### config.mk
export PLATFORM = sky130hd
export DESIGN_NAME = text_match_finder_flat
export DESIGN_NICKNAME = d
export VERILOG_FILES = /design/src/rtl/tmf_pkg.sv /design/src/rtl/tmf_if.sv /design/src/rtl/tmf_regs.sv /design/src/rtl/tmf_front.sv /design/src/rtl/tmf_queue.sv /design/src/rtl/tmf_back.sv /design/src/rtl/text_match_finder.sv /design/src/flat_wrapper.sv
export SDC_FILE = /design/constraint.sdc
export NUM_CORES = 2
export LEC_CHECK = 0
export BUFFER_PORTS_ARGS = -buffer_cell sky130_fd_sc_hd__buf_2
export CORE_ASPECT_RATIO = 0.6
export CORE_MARGIN = 2
export CORE_UTILIZATION = 35
export DETAILED_ROUTE_END_ITERATION = 8
export PLACE_DENSITY = 0.58
export SLEW_MARGIN = 0
export SYNTH_ARGS = -nofsm -noshare
export SYNTH_HDL_FRONTEND = slang
export SYNTH_SLANG_ARGS = --single-unit
### constraint.sdc
create_clock -name clk -period 22.2 [get_ports clk]
set_clock_uncertainty 0.15 [all_clocks]
set_input_delay 4.44 -clock clk [delete_from_list [all_inputs] [get_ports clk]]
set_output_delay 4.44 -clock clk [all_outputs]
set_load 0.005 [all_outputs]
### src/rtl/tmf_pkg.sv
// ----------------------------------------------------------------------------
// tmf_pkg
// shared types, codes and byte helpers of the text match finder
// ----------------------------------------------------------------------------
package tmf_pkg;

  // counters and columns
  localparam int CNT_W = 16;
  localparam logic [CNT_W-1:0] CNT_MAX = '1;

  // configuration port
  localparam int ADDR_W = 6;
  localparam int DATA_W = 64;
  localparam logic [2:0] REG_NEEDLE_LOW    = 3'd0;
  localparam logic [2:0] REG_NEEDLE_HIGH   = 3'd1;
  localparam logic [2:0] REG_NEEDLE_LENGTH = 3'd2;
  localparam logic [2:0] REG_CASE_SENS     = 3'd3;
  localparam logic [2:0] REG_MATCH_MODE    = 3'd4;
  localparam logic [2:0] REG_TAB_WIDTH     = 3'd5;

  // match modes
  localparam logic [1:0] MODE_CONTAINS    = 2'd0;
  localparam logic [1:0] MODE_WHOLE_WORD  = 2'd1;
  localparam logic [1:0] MODE_STARTS_WORD = 2'd2;
  localparam logic [1:0] MODE_ENDS_WORD   = 2'd3;

  localparam logic [6:0] TAB_RESET = 7'd4;

  // characters
  localparam logic [7:0] CHAR_TAB        = 8'h09;
  localparam logic [7:0] CHAR_UNDERSCORE = 8'h5F;
  localparam logic [7:0] CHAR_UPPER_A    = 8'h41;
  localparam logic [7:0] CHAR_UPPER_Z    = 8'h5A;
  localparam logic [7:0] CHAR_LOWER_A    = 8'h61;
  localparam logic [7:0] CHAR_LOWER_Z    = 8'h7A;
  localparam logic [7:0] CHAR_DIGIT_0    = 8'h30;
  localparam logic [7:0] CHAR_DIGIT_9    = 8'h39;
  localparam logic [7:0] CASE_OFFSET     = 8'd32;

  localparam int QUEUE_DEPTH = 4;

  typedef struct packed {
    logic       case_sens;
    logic [1:0] mode;
    logic [6:0] tab_width;   // never zero
  } cfg_t;

  // results caused by one item: slot a is a resolved pending match,
  // slot b a direct match or one closed by line end
  typedef struct packed {
    logic [CNT_W-1:0] line;
    logic             a_valid;
    logic [CNT_W-1:0] a_start;
    logic [CNT_W-1:0] a_end;
    logic             b_valid;
    logic [CNT_W-1:0] b_start;
    logic [CNT_W-1:0] b_end;
  } rec_t;

  function automatic logic [7:0] fold_byte(input logic [7:0] c);
    if (c >= CHAR_UPPER_A && c <= CHAR_UPPER_Z) begin
      return c + CASE_OFFSET;
    end
    return c;
  endfunction

  function automatic logic is_boundary(input logic [7:0] c);
    logic word;
    word = (c >= CHAR_LOWER_A && c <= CHAR_LOWER_Z) ||
           (c >= CHAR_UPPER_A && c <= CHAR_UPPER_Z) ||
           (c >= CHAR_DIGIT_0 && c <= CHAR_DIGIT_9) ||
           (c == CHAR_UNDERSCORE);
    return !word;
  endfunction

endpackage

### src/rtl/tmf_if.sv
// ----------------------------------------------------------------------------
// tmf_if
// valid/ready channels of the text match finder
// ----------------------------------------------------------------------------
interface tmf_in_if;
  logic       valid;
  logic       ready;
  logic [7:0] text_byte;
  logic       has_byte;
  logic       line_last;
  logic       text_first;

  modport source (output valid, text_byte, has_byte, line_last, text_first,
                  input ready);
  modport sink   (input valid, text_byte, has_byte, line_last, text_first,
                  output ready);
endinterface

interface tmf_out_if;
  logic        valid;
  logic        ready;
  logic [15:0] line_number;
  logic [15:0] start_column;
  logic [15:0] end_column;
  logic        run_last;

  modport source (output valid, line_number, start_column, end_column, run_last,
                  input ready);
  modport sink   (input valid, line_number, start_column, end_column, run_last,
                  output ready);
endinterface

### src/rtl/tmf_regs.sv
// ----------------------------------------------------------------------------
// tmf_regs
// configuration registers, read-back and the aligned needle pattern
// ----------------------------------------------------------------------------
module tmf_regs #(
  parameter int MAX_NEEDLE = 16,
  localparam int LEN_W = $clog2(MAX_NEEDLE + 1)
) (
  input  logic                         clk,
  input  logic                         rst_n,
  input  logic                         psel,
  input  logic                         penable,
  input  logic                         pwrite,
  input  logic [tmf_pkg::ADDR_W-1:0]   paddr,
  input  logic [tmf_pkg::DATA_W-1:0]   pwdata,
  output logic [tmf_pkg::DATA_W-1:0]   prdata,
  output tmf_pkg::cfg_t                cfg,
  output logic [MAX_NEEDLE-1:0][7:0]   pat,
  output logic [LEN_W-1:0]             len,
  output logic [LEN_W-1:0]             len_m1,
  output logic                         tab_wr,
  output logic                         settle
);

  logic [63:0]  needle_low_r;
  logic [63:0]  needle_high_r;
  logic [4:0]   needle_length_r;
  logic         case_sens_r;
  logic [1:0]   match_mode_r;
  logic [6:0]   tab_width_r;
  logic         settle_r;
  logic [MAX_NEEDLE-1:0][7:0] pat_r;
  logic [MAX_NEEDLE-1:0][7:0] pat_nxt;
  logic [127:0] needle_all;
  logic [3:0]   pos;
  logic [7:0]   nb;
  logic         wr;
  logic [2:0]   idx;

  assign wr  = psel && penable && pwrite;
  assign idx = paddr[5:3];

  always_ff @(posedge clk) begin
    if (!rst_n) begin
      needle_low_r    <= '0;
      needle_high_r   <= '0;
      needle_length_r <= '0;
      case_sens_r     <= 1'b0;
      match_mode_r    <= tmf_pkg::MODE_CONTAINS;
      tab_width_r     <= tmf_pkg::TAB_RESET;
      settle_r        <= 1'b0;
    end else begin
      settle_r <= wr;
      if (wr) begin
        case (idx)
          tmf_pkg::REG_NEEDLE_LOW:    needle_low_r    <= pwdata;
          tmf_pkg::REG_NEEDLE_HIGH:   needle_high_r   <= pwdata;
          tmf_pkg::REG_NEEDLE_LENGTH: needle_length_r <= pwdata[4:0];
          tmf_pkg::REG_CASE_SENS:     case_sens_r     <= pwdata[0];
          tmf_pkg::REG_MATCH_MODE:    match_mode_r    <= pwdata[1:0];
          tmf_pkg::REG_TAB_WIDTH:     tab_width_r     <= pwdata[6:0];
          default: ;
        endcase
      end
    end
  end

  always_comb begin
    case (idx)
      tmf_pkg::REG_NEEDLE_LOW:    prdata = needle_low_r;
      tmf_pkg::REG_NEEDLE_HIGH:   prdata = needle_high_r;
      tmf_pkg::REG_NEEDLE_LENGTH: prdata = 64'(needle_length_r);
      tmf_pkg::REG_CASE_SENS:     prdata = 64'(case_sens_r);
      tmf_pkg::REG_MATCH_MODE:    prdata = 64'(match_mode_r);
      tmf_pkg::REG_TAB_WIDTH:     prdata = 64'(tab_width_r);
      default:                    prdata = '0;
    endcase
  end

  assign len = (needle_length_r > 5'(MAX_NEEDLE)) ? LEN_W'(MAX_NEEDLE)
                                                  : LEN_W'(needle_length_r);
  assign len_m1 = (len == '0) ? '0 : len - 1'b1;

  assign cfg.case_sens = case_sens_r;
  assign cfg.mode      = match_mode_r;
  assign cfg.tab_width = (tab_width_r == '0) ? 7'd1 : tab_width_r;

  // pattern reversed so that entry i lines up with the i-th newest text byte
  assign needle_all = {needle_high_r, needle_low_r};
  always_comb begin
    for (int i = 0; i < MAX_NEEDLE; i++) begin
      pos = 4'(int'(len) - 1 - i);
      nb  = needle_all[pos*8 +: 8];
      pat_nxt[i] = case_sens_r ? nb : tmf_pkg::fold_byte(nb);
    end
  end

  always_ff @(posedge clk) begin
    pat_r <= pat_nxt;
  end

  assign pat    = pat_r;
  assign tab_wr = wr && (idx == tmf_pkg::REG_TAB_WIDTH);
  assign settle = settle_r;

endmodule

### src/rtl/tmf_front.sv
// ----------------------------------------------------------------------------
// tmf_front
// takes text items, tracks line and columns, detects and classifies matches
// ----------------------------------------------------------------------------
module tmf_front #(
  parameter int MAX_NEEDLE = 16,
  localparam int LEN_W = $clog2(MAX_NEEDLE + 1)
) (
  input  logic                       clk,
  input  logic                       rst_n,
  input  logic                       in_fire,
  input  logic [7:0]                 text_byte,
  input  logic                       has_byte,
  input  logic                       line_last,
  input  logic                       text_first,
  input  tmf_pkg::cfg_t              cfg,
  input  logic [MAX_NEEDLE-1:0][7:0] pat,
  input  logic [LEN_W-1:0]           len,
  input  logic [LEN_W-1:0]           len_m1,
  input  logic                       tab_wr,
  output logic                       busy,
  output logic                       push,
  output tmf_pkg::rec_t              rec
);

  localparam int CW    = tmf_pkg::CNT_W;
  localparam int HD    = MAX_NEEDLE + 1;
  localparam int BIL_W = $clog2(HD + 1);
  localparam int RC_W  = $clog2(CW + 1);
  localparam int BI_W  = $clog2(CW);
  localparam logic [BIL_W-1:0] BIL_SAT = BIL_W'(HD);

  logic [7:0]    hist_r [HD];
  logic [CW-1:0] colh_r [HD];
  logic [7:0]    hist_new [HD];
  logic [CW-1:0] colh_new [HD];

  logic [BIL_W-1:0] bil_r, bil0, bil1, bil_nxt;
  logic [CW-1:0]    col_r, col0, col1, col_nxt;
  logic [6:0]       cwt_r, cwt0, cwt1, cwt_nxt, cwt_inc;
  logic [CW-1:0]    line_r, line0, line_nxt;
  logic             pv_r, pv0, pv1, pv_nxt;
  logic [CW-1:0]    ps_r, pe_r, ps1, pe1;
  logic [CW:0]      col_sum;
  logic [MAX_NEEDLE-1:0] pos_ok;
  logic [7:0]       h;
  logic             all_eq, before_ok, hit, defer, direct;
  logic [CW-1:0]    mstart;

  // column remainder walk after a tab width change
  logic [RC_W-1:0]  rcnt_r;
  logic [6:0]       rem_r, rem_nxt;
  logic [BI_W-1:0]  bidx;
  logic [7:0]       rem_sh;

  // state as seen after a possible new-text restart
  assign bil0  = text_first ? '0 : bil_r;
  assign col0  = text_first ? '0 : col_r;
  assign cwt0  = text_first ? '0 : cwt_r;
  assign line0 = text_first ? '0 : line_r;
  assign pv0   = text_first ? 1'b0 : pv_r;

  always_comb begin
    hist_new[0] = text_byte;
    colh_new[0] = col0;
    for (int i = 1; i < HD; i++) begin
      hist_new[i] = hist_r[i-1];
      colh_new[i] = colh_r[i-1];
    end
  end

  // display column, tab stops kept by the offset within the current stop
  assign cwt_inc = cwt0 + 7'd1;
  always_comb begin
    if (text_byte == tmf_pkg::CHAR_TAB) begin
      col_sum = {1'b0, col0} + (CW+1)'(cfg.tab_width - cwt0);
      cwt1    = '0;
    end else begin
      col_sum = {1'b0, col0} + 1'b1;
      cwt1    = (cwt_inc >= cfg.tab_width) ? '0 : cwt_inc;
    end
    col1 = col_sum[CW] ? tmf_pkg::CNT_MAX : col_sum[CW-1:0];
  end

  assign bil1 = (bil0 == BIL_SAT) ? BIL_SAT : bil0 + 1'b1;

  always_comb begin
    for (int i = 0; i < MAX_NEEDLE; i++) begin
      h = cfg.case_sens ? hist_new[i] : tmf_pkg::fold_byte(hist_new[i]);
      pos_ok[i] = (i >= int'(len)) || (h == pat[i]);
    end
  end

  assign all_eq    = &pos_ok;
  assign before_ok = !((cfg.mode == tmf_pkg::MODE_WHOLE_WORD ||
                        cfg.mode == tmf_pkg::MODE_STARTS_WORD) &&
                       (bil1 > BIL_W'(len)) &&
                       !tmf_pkg::is_boundary(hist_new[len]));
  assign hit    = has_byte && (len != '0) && (bil1 >= BIL_W'(len)) && all_eq && before_ok;
  assign defer  = (cfg.mode == tmf_pkg::MODE_WHOLE_WORD) ||
                  (cfg.mode == tmf_pkg::MODE_ENDS_WORD);
  assign direct = hit && !defer;
  assign mstart = colh_new[len_m1];

  assign pv1 = has_byte ? (hit && defer) : pv0;
  assign ps1 = (hit && defer) ? mstart : ps_r;
  assign pe1 = (hit && defer) ? col1 : pe_r;

  always_comb begin
    rec.line    = line0;
    rec.a_valid = has_byte && pv0 && tmf_pkg::is_boundary(text_byte);
    rec.a_start = ps_r;
    rec.a_end   = pe_r;
    rec.b_valid = direct || (line_last && pv1);
    rec.b_start = direct ? mstart : ps1;
    rec.b_end   = direct ? col1 : pe1;
  end

  assign push = in_fire && (rec.a_valid || rec.b_valid);

  always_comb begin
    if (line_last) begin
      bil_nxt  = '0;
      col_nxt  = '0;
      cwt_nxt  = '0;
      pv_nxt   = 1'b0;
      line_nxt = (line0 == tmf_pkg::CNT_MAX) ? line0 : line0 + 1'b1;
    end else begin
      bil_nxt  = has_byte ? bil1 : bil0;
      col_nxt  = has_byte ? col1 : col0;
      cwt_nxt  = has_byte ? cwt1 : cwt0;
      pv_nxt   = pv1;
      line_nxt = line0;
    end
  end

  // restoring remainder of the current column by the tab width, msb first
  assign bidx    = BI_W'(rcnt_r - 1'b1);
  assign rem_sh  = {rem_r, col_r[bidx]};
  assign rem_nxt = (rem_sh >= {1'b0, cfg.tab_width}) ? 7'(rem_sh - {1'b0, cfg.tab_width})
                                                      : rem_sh[6:0];

  always_ff @(posedge clk) begin
    if (!rst_n) begin
      bil_r  <= '0;
      col_r  <= '0;
      cwt_r  <= '0;
      line_r <= '0;
      pv_r   <= 1'b0;
      rcnt_r <= '0;
    end else if (tab_wr) begin
      rcnt_r <= RC_W'(CW);
    end else if (rcnt_r != '0) begin
      rcnt_r <= rcnt_r - 1'b1;
      if (rcnt_r == RC_W'(1)) begin
        cwt_r <= rem_nxt;
      end
    end else if (in_fire) begin
      bil_r  <= bil_nxt;
      col_r  <= col_nxt;
      cwt_r  <= cwt_nxt;
      line_r <= line_nxt;
      pv_r   <= pv_nxt;
    end
  end

  always_ff @(posedge clk) begin
    if (tab_wr) begin
      rem_r <= '0;
    end else if (rcnt_r != '0) begin
      rem_r <= rem_nxt;
    end
    if (in_fire) begin
      ps_r <= ps1;
      pe_r <= pe1;
      if (has_byte) begin
        for (int i = 0; i < HD; i++) begin
          hist_r[i] <= hist_new[i];
          colh_r[i] <= colh_new[i];
        end
      end
    end
  end

  assign busy = (rcnt_r != '0);

endmodule

### src/rtl/tmf_queue.sv
// ----------------------------------------------------------------------------
// tmf_queue
// short record queue between the match front and the result back end
// ----------------------------------------------------------------------------
module tmf_queue (
  input  logic          clk,
  input  logic          rst_n,
  input  logic          push,
  input  tmf_pkg::rec_t wdata,
  output logic          full,
  input  logic          pop,
  output tmf_pkg::rec_t rdata,
  output logic          empty
);

  localparam int DEPTH = tmf_pkg::QUEUE_DEPTH;
  localparam int PW    = $clog2(DEPTH);
  localparam int CW    = $clog2(DEPTH + 1);
  localparam logic [PW-1:0] LAST = PW'(DEPTH - 1);

  tmf_pkg::rec_t mem_r [DEPTH];
  logic [PW-1:0] wp_r, rp_r;
  logic [CW-1:0] cnt_r;

  always_ff @(posedge clk) begin
    if (!rst_n) begin
      wp_r  <= '0;
      rp_r  <= '0;
      cnt_r <= '0;
    end else begin
      if (push) begin
        wp_r <= (wp_r == LAST) ? '0 : wp_r + 1'b1;
      end
      if (pop) begin
        rp_r <= (rp_r == LAST) ? '0 : rp_r + 1'b1;
      end
      case ({push, pop})
        2'b10:   cnt_r <= cnt_r + 1'b1;
        2'b01:   cnt_r <= cnt_r - 1'b1;
        default: cnt_r <= cnt_r;
      endcase
    end
  end

  always_ff @(posedge clk) begin
    if (push) begin
      mem_r[wp_r] <= wdata;
    end
  end

  assign rdata = mem_r[rp_r];
  assign full  = (cnt_r == CW'(DEPTH));
  assign empty = (cnt_r == '0);

endmodule

### src/rtl/tmf_back.sv
// ----------------------------------------------------------------------------
// tmf_back
// splits queued records into result transactions on the output channel
// ----------------------------------------------------------------------------
module tmf_back (
  input  logic          clk,
  input  logic          rst_n,
  input  tmf_pkg::rec_t rdata,
  input  logic          empty,
  output logic          pop,
  tmf_out_if.source     out_item
);

  tmf_pkg::rec_t rec_r;
  logic          hold_r;
  logic          sel_r;
  logic          use_a;
  logic          fire;
  logic          done;

  assign use_a = !sel_r && rec_r.a_valid;
  assign fire  = out_item.valid && out_item.ready;
  assign done  = fire && out_item.run_last;
  assign pop   = (!hold_r || done) && !empty;

  assign out_item.valid        = hold_r;
  assign out_item.line_number  = rec_r.line;
  assign out_item.start_column = use_a ? rec_r.a_start : rec_r.b_start;
  assign out_item.end_column   = use_a ? rec_r.a_end : rec_r.b_end;
  assign out_item.run_last     = use_a ? !rec_r.b_valid : 1'b1;

  always_ff @(posedge clk) begin
    if (!rst_n) begin
      hold_r <= 1'b0;
      sel_r  <= 1'b0;
    end else if (pop) begin
      hold_r <= 1'b1;
      sel_r  <= 1'b0;
    end else if (done) begin
      hold_r <= 1'b0;
    end else if (fire) begin
      sel_r  <= 1'b1;
    end
  end

  always_ff @(posedge clk) begin
    if (pop) begin
      rec_r <= rdata;
    end
  end

endmodule

### src/rtl/text_match_finder.sv
// ----------------------------------------------------------------------------
// text_match_finder
// streaming needle search over text lines with word rules and tab columns
// ----------------------------------------------------------------------------
//   channel   dir  transaction
//   in_item   in   one text byte or empty-line mark, line and text marks
//   out_item  out  one match: line, start and end display column, run_last
//   cfg_*     in   register write/read, 64-bit data, register i at 8*i
//
// one input transaction per cycle while in_item.ready is high; matching and
// column tracking are done in the front as each item is taken; results leave
// at one per cycle from the back while out_item.ready is high; an item with
// two results gives two output transactions; a four-record queue absorbs
// bursts so the front keeps taking bytes while the back stalls, until full;
// any register write drops in_item.ready for one cycle; a tab width write
// holds it low for the column remainder walk; reset is synchronous, active low
module text_match_finder #(
  parameter int MAX_NEEDLE = 16
) (
  input  logic                        clk,
  input  logic                        rst_n,
  tmf_in_if.sink                      in_item,
  tmf_out_if.source                   out_item,
  input  logic                        cfg_psel,
  input  logic                        cfg_penable,
  input  logic                        cfg_pwrite,
  input  logic [tmf_pkg::ADDR_W-1:0]  cfg_paddr,
  input  logic [tmf_pkg::DATA_W-1:0]  cfg_pwdata,
  output logic [tmf_pkg::DATA_W-1:0]  cfg_prdata,
  output logic                        cfg_pready
);

  localparam int LEN_W = $clog2(MAX_NEEDLE + 1);

  tmf_pkg::cfg_t              cfg;
  logic [MAX_NEEDLE-1:0][7:0] pat;
  logic [LEN_W-1:0]           len;
  logic [LEN_W-1:0]           len_m1;
  logic                       tab_wr;
  logic                       settle;
  logic                       busy;
  logic                       in_fire;
  logic                       push;
  logic                       full;
  logic                       pop;
  logic                       empty;
  tmf_pkg::rec_t              rec_w;
  tmf_pkg::rec_t              rec_r;

  assign cfg_pready    = 1'b1;
  assign in_item.ready = !busy && !settle && !full;
  assign in_fire       = in_item.valid && in_item.ready;

  tmf_regs #(.MAX_NEEDLE(MAX_NEEDLE)) u_regs (
    .clk     (clk),
    .rst_n   (rst_n),
    .psel    (cfg_psel),
    .penable (cfg_penable),
    .pwrite  (cfg_pwrite),
    .paddr   (cfg_paddr),
    .pwdata  (cfg_pwdata),
    .prdata  (cfg_prdata),
    .cfg     (cfg),
    .pat     (pat),
    .len     (len),
    .len_m1  (len_m1),
    .tab_wr  (tab_wr),
    .settle  (settle)
  );

  tmf_front #(.MAX_NEEDLE(MAX_NEEDLE)) u_front (
    .clk        (clk),
    .rst_n      (rst_n),
    .in_fire    (in_fire),
    .text_byte  (in_item.text_byte),
    .has_byte   (in_item.has_byte),
    .line_last  (in_item.line_last),
    .text_first (in_item.text_first),
    .cfg        (cfg),
    .pat        (pat),
    .len        (len),
    .len_m1     (len_m1),
    .tab_wr     (tab_wr),
    .busy       (busy),
    .push       (push),
    .rec        (rec_w)
  );

  tmf_queue u_queue (
    .clk   (clk),
    .rst_n (rst_n),
    .push  (push),
    .wdata (rec_w),
    .full  (full),
    .pop   (pop),
    .rdata (rec_r),
    .empty (empty)
  );

  tmf_back u_back (
    .clk      (clk),
    .rst_n    (rst_n),
    .rdata    (rec_r),
    .empty    (empty),
    .pop      (pop),
    .out_item (out_item)
  );

endmodule

### src/flat_wrapper.sv
// flat-port wrapper written by rule: the top's interface ports become plain ports
module text_match_finder_flat 
#(
  parameter int MAX_NEEDLE = 16
)
  (clk, rst_n, cfg_psel, cfg_penable, cfg_pwrite, cfg_paddr, cfg_pwdata, cfg_prdata, cfg_pready, in_item_valid, in_item_text_byte, in_item_has_byte, in_item_line_last, in_item_text_first, in_item_ready, out_item_valid, out_item_line_number, out_item_start_column, out_item_end_column, out_item_run_last, out_item_ready);
  tmf_in_if in_item_i ();
  tmf_out_if out_item_i ();
  input  logic clk;
  input  logic rst_n;
  input  logic cfg_psel;
  input  logic cfg_penable;
  input  logic cfg_pwrite;
  input  logic [tmf_pkg::ADDR_W-1:0] cfg_paddr;
  input  logic [tmf_pkg::DATA_W-1:0] cfg_pwdata;
  output logic [tmf_pkg::DATA_W-1:0] cfg_prdata;
  output logic cfg_pready;
  input wire logic [$bits(in_item_i.valid)-1:0] in_item_valid;
  input wire logic [$bits(in_item_i.text_byte)-1:0] in_item_text_byte;
  input wire logic [$bits(in_item_i.has_byte)-1:0] in_item_has_byte;
  input wire logic [$bits(in_item_i.line_last)-1:0] in_item_line_last;
  input wire logic [$bits(in_item_i.text_first)-1:0] in_item_text_first;
  output wire logic [$bits(in_item_i.ready)-1:0] in_item_ready;
  output wire logic [$bits(out_item_i.valid)-1:0] out_item_valid;
  output wire logic [$bits(out_item_i.line_number)-1:0] out_item_line_number;
  output wire logic [$bits(out_item_i.start_column)-1:0] out_item_start_column;
  output wire logic [$bits(out_item_i.end_column)-1:0] out_item_end_column;
  output wire logic [$bits(out_item_i.run_last)-1:0] out_item_run_last;
  input wire logic [$bits(out_item_i.ready)-1:0] out_item_ready;
  assign in_item_i.valid = in_item_valid;
  assign in_item_i.text_byte = in_item_text_byte;
  assign in_item_i.has_byte = in_item_has_byte;
  assign in_item_i.line_last = in_item_line_last;
  assign in_item_i.text_first = in_item_text_first;
  assign in_item_ready = in_item_i.ready;
  assign out_item_valid = out_item_i.valid;
  assign out_item_line_number = out_item_i.line_number;
  assign out_item_start_column = out_item_i.start_column;
  assign out_item_end_column = out_item_i.end_column;
  assign out_item_run_last = out_item_i.run_last;
  assign out_item_i.ready = out_item_ready;
  text_match_finder #(.MAX_NEEDLE(MAX_NEEDLE)) u_core (.clk(clk), .rst_n(rst_n), .in_item(in_item_i), .out_item(out_item_i), .cfg_psel(cfg_psel), .cfg_penable(cfg_penable), .cfg_pwrite(cfg_pwrite), .cfg_paddr(cfg_paddr), .cfg_pwdata(cfg_pwdata), .cfg_prdata(cfg_prdata), .cfg_pready(cfg_pready));
endmodule
# Word level (Yosys, flattened, before mapping)
# Memories as Yosys holds them, arrays and structs flattened. A register that Yosys moved wholly into a read port is not among the register bits.
# Cells that the tools add are included.
# totals
n_memories	3
inputBits	88
ram_bits	736
rom_bits	0
out_inout_bits	116
latchBits	0
register_bits	370
# op_classes
bitwise_logic	6
shift	16
n_mul	0
muxes	183
eq_ne	36
magnitude_cmp	98
n_reduce_logical	118
div	0
addsub	61
# mem_list
memory	depth	word_bits	rd	rd_ports_with_merged_regs	wr	line	source
u_core.u_queue.mem_r	4	82	1	1	1	tmf_queue.sv:21	tmf_pkg::rec_t mem_r [DEPTH];
u_core.u_front.colh_r	17	16	16	0	17	tmf_front.sv:34	logic [CW-1:0] colh_r [HD];
u_core.u_front.hist_r	17	8	16	0	17	tmf_front.sv:33	logic [7:0] hist_r [HD];
# ops
operator	n
indexed part select 128 x 8 -> 8 bit	16
2-to-1 mux 8 bit	98
one-hot mux 64 bit (6 select lines)	1
greater-or-equal comparator 8 x 7 -> 1 bit (second input constant)	35
<= comparator 8 x 7 -> 1 bit (second input constant)	35
adder 8 x 6 -> 8 bit (second input constant)	32
2-to-1 mux 16 bit	15
equality test 8 bit	16
binary-select mux 16 bit (select 5 bit)	1
2-to-1 mux 7 bit	10
logical AND 1 bit	59
2-to-1 mux 1 bit	44
binary-select mux 8 bit (select 5 bit)	1
greater-or-equal comparator 4 x 5 -> 1 bit (first input constant)	8
2-to-1 mux 5 bit	8
subtractor 4 bit (second input constant)	8
logical OR 1 bit	27
greater-or-equal comparator 3 x 5 -> 1 bit (first input constant)	4
adder 16 x 1 -> 17 bit (second input constant)	1
adder 16 x 17 -> 17 bit	1
2-to-1 mux 17 bit	1
adder 16 x 1 -> 16 bit (second input constant)	1
equality test 16 bit (second input constant)	1
equality test 8 x 7 -> 1 bit (second input constant)	2
46 further kinds	93

# Logic depth before layout (Yosys ltp)
# logic_depth
depth_word	22
ltp_mapped	26

# Hierarchy
# From an unflattened synthesis, not the netlist that was laid out.
# unflattened
cells_unflattened	4299
hier_area_um2	57535.2
# by_module_without_submodules
module	seq_area_each_um2	cells_each	n_inst	area_each_um2
tmf_front	13633.1	1818	1	24741.2
tmf_regs	5445.2	1854	1	17147.7
tmf_queue	10029.6	475	1	12379.4
tmf_back	2502.4	148	1	3235.6
text_match_finder	0.0	4	1	31.3

# Worst setup path after synthesis
# No wires, ideal clock.
# synth_path
path_kind	input to register
start	in in_item_valid
end	mem u_core.u_front.colh_r[0][0] in the netlist's numbering, enable pin
stages	2
arrival_time_ps	19919
slack_ps	1023
n_path_buf	0
required_ps	20942
path_cell_list	nand4b_1 > nor2_1
# synth_rtl
element	line	source
from (decl)	flat_wrapper.sv:18	input wire logic [$bits(in_item_i.valid)-1:0] in_item_valid;
to (decl)	tmf_front.sv:34	

# Worst setup path after layout
# layout_path
start	in cfg_paddr[3] in the netlist's numbering
end	out cfg_prdata[4] in the netlist's numbering
# layout_between
elab_chain_cells	2
word_cells_on_any_way	7
cone_classes	eq/ne: 5; mux: 1; reduce/logical: 1
# layout_rtl
element	line	source
from (decl)	flat_wrapper.sv:14	input logic [tmf_pkg::ADDR_W-1:0] cfg_paddr;
equality test 3 bit (tied with other cells)	tmf_regs.sv:69	case (idx)
one-hot mux 64 bit (6 select lines) (*)	tmf_regs.sv:69	
to (decl)	flat_wrapper.sv:16	output logic [tmf_pkg::DATA_W-1:0] cfg_prdata;
# Every way passes the cells marked *; elsewhere a longest branch is shown, timed or not.

==> reports/metrics.cfg <==
[timing]
slew_viol_final=0
slew_headroom_pct=9.379
period_share_pct=49.54
tns_ns=0
hold_ws_ns=0.2370
grt_setup_unrepaired=no
hold_viol=0
final.min_clock_period_ns=11.00
tightest_slew_ns=1.322
final-setup-viol-count=0
fmax_mhz=90.94

[clock_network]
cts_resized=0
insertion_delay_ns=0.77
htreeDepth=3
post_cts_buffers=0
clock-sinks=1148
clock_path_buffers=3
tritoncts=yes
cts_root_buffer=clkbuf_16
cts_buffers=103
clk_pin_slew_ns=0.07
hold_buffers=0

[setup_path]
critical_path.startpoint_type=primary input
startpoint=cfg_paddr[3]
r2r-start=u_core.u_regs.needle_length_r[4]
cpMostUsedCell=buf_2
path_max_fanout=61
cp_cell_sequence=buf_2, nand2b_1, nor2_4, buf_4, a221o_1, buf_2
path_class=primary input to primary output
cp_data_required_time_ns=17.61
cp-end-kind=primary output
rrSetupSlack_ns=15.15
worstPathArrival_ns=6.41
critPathMaxStageDelay_ns=0.63
cp_slowest_cell=buf_4

[placement]
port-buffer-count=199
dp_hpwl_um=123700
place_congestion=0.9640
placed_cells=6691

[global_routing]
antenna_found_initial=23
grt_pass1_wl_um=251900
grt_max_degree=194
grt_usage_pct=21.24
grt.overflow.total=0
first_global_vias=35110

[synthesis]
avgSynthCellArea_sq_um=12.01
ys_ff_latch=1148
synth_top_flop_cell=edfxtp_1
yosysUniqueCellTypes=91
synth_area_sq_um=55010
yosysTopAreaCellShare_pct=44.21
synth_nets=4770
yosys.area.top_type=edfxtp_1
synthArstFlopShare_pct=0
synth_edf_count=810
yosys_warnings=0
synthCells=4582
seq_area_frac_synth_pct=56.51
yosys-top-cells-area=edfxtp_1 (44%), dfxtp_1 (12%), mux2i_1 (10%)

[power_and_ir_drop]
power_mw=5.625
power_frac_seq_pct=49.7
power_switching_mw=1.638
power.internal_mw=3.988
pwr-share-comb_pct=17.0
powerDensity_nw_per_um2=91.21
leakage_nw=22.59
p_clk_share_pct=33.2
ir_drop_v=0.00008120
switching_share_pct=29.11

[hold_path]
min_from=u_core.u_front.colh_r[0][73]
hp-class=flip-flop to flip-flop

[drt]
dr.pass1.iters=5
wl_um=174900
drtAntennaViolNets=0
drcViolationCount=0
viasPerCell=5.542
vias=38200
avgRoutedWirePerCell_um=25.37
drt_iter0_drc=4629

[finish]
fillCellCount=14820
fin_util_pct=39.58
layout-drive-gt1-share_pct=14.48
nets=4876
finalNonFillerCells=6893
mostFrequentLayoutCell=edfxtp_1
syn_to_final_growth_pct=12.11
final_cell_mix=edfxtp_1 (810), nand2_1 (727), mux2i_1 (565), dfxtp_1 (333), a21oi_1 (286)

[floorplanning]
die_y_um=311.1
rows=112
fp.dieArea_sq_um=160500
pin_count=204
core_sq_um=155800
die_w_um=515.8
initial_core_util_pct=35.30

[run]
cap_violations=0

[outcome]
status=finished, final reports clean

-- power by group through the flow --
stage / Clock [mW] / Combinational (mW) / Sequential [mW]
2_1_floorplan: 0 / 0.655 / 2.87
3_3_place_gp: 0 / 0.948 / 2.83
3_5_place_dp: 0 / 0.964 / 2.84
4_1_cts: 1.90 / 0.968 / 2.79
5_1_grt: 1.99 / 1.06 / 2.82
6_report: 1.87 / 0.959 / 2.80
-- area by class of cell --
| class | count | area (sq um) | area share [%] |
|---|---|---|---|
| multi-input cells | 3086 | 22570 | 36.59 |
| clock buffers | 129 | 2756 | 4.469 |
| diodes | 6 | 15.01 | 0.02434 |
| inverters | 75 | 289.0 | 0.4686 |
| clock inverters | 66 | 738.2 | 1.197 |
| flip-flops and latches | 1148 | 31100 | 50.43 |
| repair buffers | 274 | 1572 | 2.548 |
| well taps | 2109 | 2639 | 4.278 |
-- path summary, 6_finish.rpt --
kind / end / cells after the start
worst max-delay path: cfg_prdata[4] / 6
worst min-delay path: u_core.u_front.colh_r[0][89] / 0
worst max register to register: u_core.u_queue.mem_r[3][28] / 17
worst min register to register: u_core.u_front.colh_r[0][89] / 0
-- critical path: cells and delay by family --
kind | cells | cell delay [ns]
AOI/OAI and AO/OA | 1 | 0.48
buffers and inverters | 3 | 1.11
and+or+nand+nor | 2 | 0.35
-- flip-flops by register name, summed over array words and instances (netlist names), 7 cells and up --
signal / count
u_core.u_regs.pat: 128
u_core.u_regs.needle_high_r: 64
u_core.u_queue.mem_r: 328
u_core.u_back.out_item.line_number: 16
u_core.u_front.cwt_r: 7
u_core.u_front.line_r: 16
u_core.u_front.rem_r: 7
u_core.u_front.colh_r: 240
u_core.u_regs.tab_width_r: 7
u_core.u_front.pe_r: 16
u_core.u_front.hist_r: 128
u_core.u_front.ps_r: 16
u_core.u_back.rec_r: 66
u_core.u_front.col_r: 16
u_core.u_regs.needle_low_r: 64
-- cell families after synthesis --
logic type,after synthesis,share of synthesized area (%)
simple gates,1330,10.96
mux,718,15.53
buf+inv,348,2.809
xor+xnor,174,2.797
other cells,1,0.006817
compound gates,763,9.057
flops,1148,56.51
fa+ha+maj,100,2.329
-- synth_stat cells, drive strengths merged, types with 16 or more instances --
master	number
o211ai	19
a211oi	41
nand2	730
edfxtp	810
or2	31
ha	96
mux4	98
nor2b	54
buf	116
a21oi	287
mux2i	565
clkbuf	157
a32o	17
xor2	62
nor3	65
or3	16
a22o	65
or4	20
nor4	21
o22ai	24
nand2b	45
nand3	95
and3	26
o21ai	114
xnor2	112
a31oi	16
nor2	160
inv	72
mux2	55
dfxtp	338
a21o	31
-- through the flow --
stage	area (sq um)	worst slack (ns)
after global routing	61660	11.10
after floorplan	55010	1.023
after global placement	58160	11.22
final	61680	11.20
after CTS	61650	11.20
after detailed placement	58160	11.22
-- metal layers --
layer / track usage, % / wire length (um) / up-vias / share of wire (%)
met5: 0 / 62 / - / 0.035
li1: - / - / 17200 / -
met3: 7.003 / 20620 / 176 / 12
met1: 34.77 / 86860 / 19040 / 50
met2: 26.66 / 65190 / 1772 / 37
met4: 2.941 / 2135 / 10 / 1.2
Power figures use the tool's default switching activity.
